==> src/rtl/core/cms_pkg.sv <==
// Shared types and constants for the count-min sketch with decay.
package cms_pkg;

  localparam int unsigned CntW   = 32;
  localparam int unsigned OpW    = 2;
  localparam int unsigned KeyW   = 32;
  localparam int unsigned WgtW   = 16;
  localparam int unsigned CfgW   = 64;
  localparam int unsigned CfgIdxW = 2;
  localparam int unsigned BcW    = 11;
  localparam int unsigned FacW   = 17;
  localparam int unsigned CoefW  = 16;

  typedef enum logic [OpW-1:0] {
    OP_INSERT = 2'd0,
    OP_QUERY  = 2'd1,
    OP_CLEAR  = 2'd2,
    OP_DECAY  = 2'd3
  } op_e;

  typedef enum logic [CfgIdxW-1:0] {
    REG_BUCKETS = 2'd0,
    REG_MULT    = 2'd1,
    REG_OFFS    = 2'd2,
    REG_FACTOR  = 2'd3
  } reg_e;

  typedef struct packed {
    op_e              op;
    logic [KeyW-1:0]  node_id;
    logic [WgtW-1:0]  weight;
  } cmd_t;

endpackage

==> src/rtl/core/cms_queue.sv <==
// Two-entry command queue between front and back.
module cms_queue
  import cms_pkg::*;
(
  input  logic clk_i,
  input  logic rst_ni,
  input  logic in_valid_i,
  output logic in_ready_o,
  input  cmd_t in_cmd_i,
  output logic out_valid_o,
  input  logic out_ready_i,
  output cmd_t out_cmd_o
);

  cmd_t       buf_q [2];
  logic       wp_q, rp_q;
  logic [1:0] cnt_q;

  assign in_ready_o  = (cnt_q != 2'd2);
  assign out_valid_o = (cnt_q != 2'd0);
  assign out_cmd_o   = buf_q[rp_q];

  always_ff @(posedge clk_i) begin
    if (in_valid_i && in_ready_o) begin
      buf_q[wp_q] <= in_cmd_i;
    end
  end

  always_ff @(posedge clk_i or negedge rst_ni) begin
    if (!rst_ni) begin
      wp_q  <= 1'b0;
      rp_q  <= 1'b0;
      cnt_q <= 2'd0;
    end else begin
      if (in_valid_i && in_ready_o) wp_q <= ~wp_q;
      if (out_valid_o && out_ready_i) rp_q <= ~rp_q;
      cnt_q <= cnt_q + 2'(in_valid_i && in_ready_o) - 2'(out_valid_o && out_ready_i);
    end
  end

endmodule

==> config.mk <==
export PLATFORM = sky130hd
export DESIGN_NAME = cms_queue
export DESIGN_NICKNAME = d
export VERILOG_FILES = /design/src/rtl/core/cms_pkg.sv /design/src/rtl/core/cms_queue.sv
export SDC_FILE = /design/constraint.sdc
export NUM_CORES = 1
export LEC_CHECK = 0
export BUFFER_PORTS_ARGS = -buffer_cell sky130_fd_sc_hd__buf_4
export CORE_UTILIZATION = 35
export CTS_BUF_LIST = sky130_fd_sc_hd__clkbuf_16
export DETAILED_ROUTE_END_ITERATION = 7
export SYNTH_ARGS = -nofsm -noshare
export SYNTH_HDL_FRONTEND = slang
export SYNTH_SLANG_ARGS = --single-unit
==> constraint.sdc <==
create_clock -name clk_i -period 4.06 [get_ports clk_i]
set_clock_uncertainty 0.2 [all_clocks]
set_input_delay 0.812 -clock clk_i [delete_from_list [all_inputs] [get_ports clk_i]]
set_output_delay 0.812 -clock clk_i [all_outputs]
set_load 0.05 [all_outputs]
==> impl_summary.md <==
Finish
The net count of the finished layout is 343. Compared with the post-synthesis result, the final layout area differs by 31.9%. In the layout the commonest cells are buf_4 (108), edfxtp_1 (100), mux2_2 (46).

Measured on the finished design, the core utilization comes to 0.483. Fill cells in the final layout number 917. The ratio of cells with drive above 1 in the final layout is 0.599. The library cell used most frequently in the layout, excluding fill and tap cells, is buf_4. The footprint of the flip-flops and latches is 3100 um2. The antenna diode instance count is 0.

Summing all multi-input logic gate instances after layout gives 667 um2.

Global route
For this run, the total global-route usage over all layers was measured as 0.117. The total grt overflow is 0. The first global-routing pass estimated 9730 um of wire. The number of global-route vias before repair is 1,947.

The number of antenna violations at the first check in global routing is 0. Entering global routing, the biggest net connects 38 pins.

Detailed routing
The overall via count from detail_route is 1,901. The number of detailed-route iterations in the first pass is 5. The detail-routed via count per cell is 4.44.

The wire length per cell after detailed routing is 14.6 um. For this block, the routed nets add up to 6250 um of wire. Once detail routing completed, the nets flagged for antenna violations numbered 0. The count of unresolved DRC violations after routing is 0. The violation count after the first detailed-route iteration is 39.

Floorplan
After floorplanning, the core was divided into 37 placement rows. The boundary pin count is 106. The region available for standard cell placement spans 10,500 um2.

The initial standard-cell utilization of the core is 0.366. The area enclosed by the die boundary is 11,400 um2. In this run the horizontal extent of the chip is 107 um. The floorplan step set the die height to 107 um.

Synthesis
For this run, the number of Yosys warnings is 0. Ranked by total cell area, the synthesized netlist is headed by edfxtp_1 (78%), mux2_2 (14%), dfrtp_1 (2.6%). The XOR/XNOR share of the synthesized area is 0.00914.

The biggest area contributor in the post-synthesis netlist is edfxtp_1. The number of different library cells used by synthesis comes to 15. The proportion of synthesized chip area in sequential cells is 0.810. Synthesis produced a netlist whose cell count is 173. The synthesized design contains 104 register bits. The share of synthesized area in the top cell type comes to 0.784.

The largest family of logic cells by synthesized area is multiplexers. Of the total synthesized cell area, the portion taken by AND, OR, NAND and NOR gates is 0.00914. In this run the cell area of the synthesized design comes to 3830 um2.

The multiplexer share of the synthesized area is 0.147. The average footprint of a synthesized cell is 22.2 um2. Of the total synthesized cell area, the portion taken by full adders, half adders and majority gates is 0.00653.

The area fraction in compound gates after synthesis was 0. The total nets after synthesis is 229.

Worst hold path
The path class of the tightest hold or removal check is in2async.

Timing
The highest attainable clock frequency is 323 MHz. Setup repair after global routing left no endpoint under its margin. The final number of hold-violating endpoints was 0. After routing, the total negative slack on setup checks comes to 0 ps.

The final critical delay including setup and external delays is 3100 ps. The worst relative slew slack is 0.544. The actual transition at the worst max-transition pin is 684 ps. The final-report setup violation count is 0. The fraction of the cycle the final worst path needs is 0.763.

The max-slew violation total from the final report is 0.

Clocking
The clock buffer count from CTS is 9. TritonCTS built the clock tree. The deepest clock path buffer count is 2. The CTS H-tree depth is 3. The number of instances resized during post-cts repair is 0. The count of hold buffers inserted by post-cts repair is 0. The clock net in this run drives a total of 104 sinks. The clock reaches the later pin of the worst-skew pair after 330 ps.

The root buffer selected by CTS is clkbuf_16. The clock edge transition at the registers on the reported setup and hold paths is 70 ps. In this run the post-CTS setup repair buffer count came out at 0.

Placement
At the end of routability-driven placement, the weighted congestion stood at 0.650. The count of buffers added on input and output ports is 105.

Setup path
The startpoint type of the worst setup path is a flip-flop. The setup path with the least slack is of type reg2out. The number of cells on the worst reg-to-reg path is 3. The required time reported for the critical path endpoint is 3050 ps.

The worst setup path is captured at a primary output. Data arrives at the worst endpoint at 2090 ps. Along the worst path, the maximum fanout reaches 29.

Power
For this design the static power due to leakage is 1.89 nW. The peak supply drop is 327 uV. The power density over the cells is 832 nW/um2.

Outcome
The run finished with clean final reports.

Job
The tool flagged a number of max-cap violations equal to 0.
-- critical path, stage by stage (launching register included) --
cell and delay, ps:
dfrtp_2 820, buf_4 370, mux2_2 370, buf_4 190
-- registers in the layout, indices dropped and copies added, names as in the netlist --
register,count
buf_q,100
cnt_q,2
rp_q,1
wp_q,1
-- worst paths after layout --
check	slack [ps]	end	startpoint
max	960	out_cmd_o[16]	rp_q$_DFFE_PN0P_
min	60	cnt_q[0]$_DFF_PN0_	rst_ni
max reg2reg	2000	buf_q[1][18]$_DFFE_PP_	cnt_q[1]$_DFF_PN0_
min reg2reg	320	cnt_q[0]$_DFF_PN0_	cnt_q[0]$_DFF_PN0_
max in group asynchronous	3480	rp_q$_DFFE_PN0P_	rst_ni
min in group clk_i	320	cnt_q[0]$_DFF_PN0_	cnt_q[0]$_DFF_PN0_
-- where the power goes --
part | internal [mW] | switching, mW
Clock | 0.421 | 0.375
Sequential | 1.47 | 0.113
Combinational | 0.622 | 1.20
-- cell type report --
| class | instances | share of cell area |
|---|---|---|
| Inverter | 1 | 0.000743 |
| Clock inverter | 7 | 0.0104 |
| Multi-Input combinational cell | 62 | 0.132 |
| Timing Repair Buffer | 109 | 0.164 |
| Clock buffer | 9 | 0.0446 |
| Sequential cell | 104 | 0.614 |
| Tap cell | 136 | 0.0337 |
-- per-layer routing --
layer / GRT usage / routed length (um) / part of all wire
met5: 0 / 0 / 0
met2: 0.183 / 3070 / 0.49
met4: 0.0470 / 74 / 0.012
met1: 0.147 / 2700 / 0.43
met3: 0.0407 / 397 / 0.064
-- cells in the mapped netlist --
| library cell | count |
|---|---|
| or2_1 | 1 |
| xnor2_1 | 3 |
| nor2_1 | 1 |
| xor2_1 | 1 |
| edfxtp_1 | 100 |
| dfrtp_1 | 4 |
| ha_1 | 2 |
| nand2b_1 | 1 |
| buf_6 | 6 |
| mux2_2 | 46 |
| nand2_1 | 1 |
| mux2_1 | 4 |
| inv_1 | 1 |
| and3_1 | 1 |
| and2_4 | 1 |
-- through the flow --
stage / total power [mW] / hold WS [ps] / cell area (um2) / setup WS (ps) / cells
final: 4.20 / 62.4 / 5050 / 960 / 428
after global routing: 4.39 / 48.0 / 5050 / 828 / 428
after CTS: 4.26 / 51.7 / 5050 / 901 / 428
after detailed placement: 3.46 / 311 / 4780 / 1280 / 412
after global placement: 3.45 / 293 / 4780 / 1270 / 412
after floorplan: 2.97 / 261 / 3830 / 279 / 173
-- kinds of logic after synthesis --
| kind of cell | Yosys count |
|---|---|
| buf+inv | 7 |
| fa+ha+maj | 2 |
| mux | 50 |
| flops | 104 |
| xor+xnor | 4 |
| simple gates | 6 |
(Power assumes the default switching activity.)
