--- src/rtl/core/cms_pkg.sv ---
// Shared types and constants for the count-min sketch with decay.
package cms_pkg;

  localparam int unsigned CntW   = 32;
  localparam int unsigned OpW    = 2;
  localparam int unsigned KeyW   = 32;
  localparam int unsigned WgtW   = 16;
  localparam int unsigned CfgW   = 64;
  localparam int unsigned CfgIdxW = 2;
  localparam int unsigned BcW    = 11;
  localparam int unsigned FacW   = 17;
  localparam int unsigned CoefW  = 16;

  typedef enum logic [OpW-1:0] {
    OP_INSERT = 2'd0,
    OP_QUERY  = 2'd1,
    OP_CLEAR  = 2'd2,
    OP_DECAY  = 2'd3
  } op_e;

  typedef enum logic [CfgIdxW-1:0] {
    REG_BUCKETS = 2'd0,
    REG_MULT    = 2'd1,
    REG_OFFS    = 2'd2,
    REG_FACTOR  = 2'd3
  } reg_e;

  typedef struct packed {
    op_e              op;
    logic [KeyW-1:0]  node_id;
    logic [WgtW-1:0]  weight;
  } cmd_t;

endpackage

--- src/rtl/core/cms_front.sv ---
// Front end: input acceptance, classification and configuration registers.
module cms_front
  import cms_pkg::*;
(
  input  logic             clk_i,
  input  logic             rst_ni,
  input  logic             valid_i,
  output logic             ready_o,
  input  logic [OpW-1:0]   op_i,
  input  logic [KeyW-1:0]  node_id_i,
  input  logic [WgtW-1:0]  weight_i,
  input  logic             cfg_we_i,
  input  logic [CfgIdxW-1:0] cfg_idx_i,
  input  logic [CfgW-1:0]  cfg_data_i,
  output logic             cmd_valid_o,
  input  logic             cmd_ready_i,
  output cmd_t             cmd_o,
  output logic [BcW-1:0]   bucket_count_o,
  output logic [CfgW-1:0]  mult_o,
  output logic [CfgW-1:0]  offs_o,
  output logic [FacW-1:0]  factor_o
);

  logic [BcW-1:0]  bc_q;
  logic [CfgW-1:0] mult_q, offs_q;
  logic [FacW-1:0] fac_q;

  assign cmd_valid_o = valid_i;
  assign ready_o     = cmd_ready_i;
  assign cmd_o       = '{op: op_e'(op_i), node_id: node_id_i,
                         weight: (op_e'(op_i) == OP_INSERT) ? weight_i : '0};
  assign bucket_count_o = bc_q;
  assign mult_o   = mult_q;
  assign offs_o   = offs_q;
  assign factor_o = fac_q;

  always_ff @(posedge clk_i or negedge rst_ni) begin
    if (!rst_ni) begin
      bc_q   <= BcW'(769);
      mult_q <= 64'h0001_0001_0001_0001;
      offs_q <= '0;
      fac_q  <= FacW'(32768);
    end else if (cfg_we_i) begin
      unique case (reg_e'(cfg_idx_i))
        REG_BUCKETS: bc_q   <= cfg_data_i[BcW-1:0];
        REG_MULT:    mult_q <= cfg_data_i;
        REG_OFFS:    offs_q <= cfg_data_i;
        REG_FACTOR:  fac_q  <= cfg_data_i[FacW-1:0];
        default: ;
      endcase
    end
  end

endmodule

--- config.mk ---
export PLATFORM = sky130hd
export DESIGN_NAME = cms_front
export DESIGN_NICKNAME = d
export VERILOG_FILES = /design/src/rtl/core/cms_pkg.sv /design/src/rtl/core/cms_front.sv
export SDC_FILE = /design/constraint.sdc
export NUM_CORES = 1
export LEC_CHECK = 0
export BUFFER_PORTS_ARGS = -buffer_cell sky130_fd_sc_hd__buf_2
export CAP_MARGIN = 40
export CORE_MARGIN = 2
export CORE_UTILIZATION = 30
export CTS_CLUSTER_SIZE = 40
export DETAILED_ROUTE_END_ITERATION = 8
export SYNTH_ARGS = -nofsm -noshare
export SYNTH_HDL_FRONTEND = slang
export SYNTH_SLANG_ARGS = --single-unit
--- constraint.sdc ---
create_clock -name clk_i -period 1.05 [get_ports clk_i]
set_input_delay 0.105 -clock clk_i [delete_from_list [all_inputs] [get_ports clk_i]]
set_output_delay 0.105 -clock clk_i [all_outputs]
set_load 0.01 [all_outputs]
==> impl_metrics.py <==
metrics = {
    "sta": {
        "finalSetupTns_ns": -1.045,
        "clock_skew_ns": 0,
        "timing.fmax_mhz": 849.3,
        "rsz0062_at_grt": "true",
        "timing.final.crit_period_ns": 1.177,
        "worstMarginPinSlew_ns": 0.3945,
        "drv_slew": 0,
        "slew_headroom": 0.7359,
        "finalCritPeriodShare": 1.121,
        "fin_ws_ns": -0.1275,
        "finalHoldViolCount": 0,
        "finalSetupViolations": 38,
    },
    "clocking": {
        "cts_tree": "built",
        "cts_root_buf": "clkbuf_16",
        "cts.sinks": 156,
        "cts_buffer_depth": 2,
        "cts_made_buffers": 17,
        "cts.clk_slew.worst_paths_ns": 0.07,
        "clkLatencyLatePin_ns": 0.41,
        "htreeDepth": 4,
    },
    "global_routing": {
        "grt_usage": 0.1432,
        "grt_max_degree": 44,
        "grt_pass1_wl_mm": 26.72,
        "antenna_found_initial": 0,
        "gr-total-overflow": 0,
        "grt_pass1_vias": 4843,
    },
    "placed_design": {
        "gp_congestion": 0.7548,
        "dpl.hpwl_mm": 11.24,
        "port_buffers": 260,
        "pre_cts_ws_ns": -0.2621,
    },
    "route": {
        "drc_errors": 0,
        "drt_iter0_drc": 141,
        "ant_nets": 0,
        "vias": 4659,
        "wl_per_cell_um": 15.84,
        "wl_mm": 17.52,
        "first_pass_iters": 4,
        "via_per_inst": 4.212,
    },
    "floorplanning": {
        "start_util": 0.3030,
        "core.rowCount": 55,
        "io_pins": 329,
        "core-area_sq_um": 22500,
        "fp.dieArea_sq_um": 23950,
        "die_w_um": 154.8,
        "die_h_um": 154.8,
    },
    "yosys": {
        "synth_nets": 507,
        "ys_types": 14,
        "ys_warn_count": 0,
        "syn_avg_cell_area_sq_um": 17.66,
        "syn_area_sq_um": 6818,
        "synth_top_area_frac": 0.5432,
        "synthTopCellsByArea": "dfrtp_1 54%, mux2_4 26%, mux2_2 5.8%, buf_4 4.1%, buf_12 3.5%",
        "synth_seq_cells": 156,
        "synthCells": 386,
        "yosys.area.top_type": "dfrtp_1",
        "ys_seq_area_frac": 0.5741,
    },
    "pwr": {
        "power.density_nw_per_um2": 1910,
        "power.leakage_nw": 5.581,
        "pwr-share-clk": 0.320,
        "p_comb_frac": 0.292,
        "swShare": 0.2674,
        "internal_power_mw": 14.90,
        "p_switching_mw": 5.439,
        "irDropWorstVdd_uv": 902.4,
        "pwr-share-seq": 0.388,
    },
    "cells_and_area": {
        "drive_gt1_frac": 0.7162,
        "final_common_cell": "buf_2",
        "nets": 929,
        "syn2layout_area_growth_pct": 56.21,
        "n_antenna_cell": 0,
        "fin_util": 0.4733,
        "most-common-layout-cells": "204 x buf_2, 148 x dfrtp_1, 121 x buf_4, 120 x mux2_4, 65 x dlygate4sd3_1",
    },
    "setup_path": {
        "startpoint_type": "flip-flop",
        "crit_family": "flip-flops",
        "path_cells": "buf_6",
        "critical_path_class": "flip-flop to output port",
        "worst_setup_path_end_kind": "output port",
        "arrival_ns": 1.07,
        "cp_max_fo": 2,
        "cp_num_buf_inv": 1,
        "critPathSlowestCell": "dfstp_2",
        "critical_path_required_ns": 0.94,
        "cpPeakStageDelay_ns": 0.55,
    },
    "hold_path": {
        "hold_path.class": "input port to asynchronous set/reset pin",
    },
    "flow_run": {
        "max_cap_viol_count": 0,
    },
    "status": {
        "violations": "negative setup slack",
        "status": "complete, but fails checks",
    },
}
==> cell type report <==
class                           count  area, sq um
Clock buffer                       18        439.2
Clock inverter                     14        181.4
Fill cell                        1946        11850
Multi-Input combinational cell    177         2349
Sequential cell                   156         3914
Tap cell                          285        356.6
Timing Repair Buffer              456         3411
==> power groups by stage <==
stage / logic (mW) / registers [mW] / clock network (mW)
after CTS: 5.38 / 7.83 / 6.69
final: 5.93 / 7.90 / 6.51
after global routing: 6.32 / 8.02 / 7.00
after floorplan: 1.91 / 8.43 / 0
after detailed placement: 4.22 / 7.88 / 0
after global placement: 4.17 / 7.91 / 0
==> metal layers <==
metal,global-route usage,routed length [um]
met3,0.04819,1153
met2,0.2192,8210
met5,0,0
met1,0.1896,7850
met4,0.05159,303
==> registers in the layout (all words and copies together) (netlist names) <==
name            count
mult_o             64
bucket_count_o     11
offs_o             64
factor_o           17
==> stage by stage <==
stage               std cells  hold WS, ns  total power, mW  area [sq um]
finish                   1106       0.1060            20.34         10650
global route             1106       0.1110            21.34         10650
CTS                      1069      0.09253            19.90         10250
detailed placement        910     -0.01622            12.11          8292
global placement          910     -0.01395            12.07          8292
floorplan                 386      -0.1906            10.34          6818
==> kinds of logic after synthesis <==
family,Yosys count,synth area share
buf+inv,53,0.08148
flops,156,0.5740
mux,156,0.3237
simple gates,21,0.02074
==> cell usage after synthesis <==
cell	number
buf_4	37
mux2_1	1
dfrtp_1	148
nor2_1	1
mux2_4	120
clkbuf_1	1
nor3b_2	1
and2_1	16
buf_12	12
nand3b_1	2
nand3_2	1
dfstp_2	8
mux2_2	35
buf_6	3
==> timing repair <==
action                                  4_1_cts  5_1_grt
hold endpoints to repair                    305        0
hold buffers                                 65        0
setup buffers                                62       37
gates resized for setup                      38       20
pin swaps                                     0        0
endpoints found under the setup margin      156      156
==> path summary, 6_finish.rpt <==
path / slack, ns / endpoint / from / cells past startpoint
worst max-delay path: -0.13 / bucket_count_o[8] / bucket_count_o[8]$_DFFE_PN1P_ / 1
worst min-delay path: 0.11 / factor_o[7]$_DFFE_PN0P_ / rst_ni / 2
worst max register to register: 0.05 / offs_o[52]$_DFFE_PN0P_ / offs_o[52]$_DFFE_PN0P_ / 3
worst min register to register: 0.50 / factor_o[11]$_DFFE_PN0P_ / factor_o[11]$_DFFE_PN0P_ / 1
max in group asynchronous: 0.36 / bucket_count_o[8]$_DFFE_PN1P_ / rst_ni / 3
min in group clk_i: 0.21 / cmd_o[18] / node_id_i[2] / 0
Power figures use the tool's default switching activity.
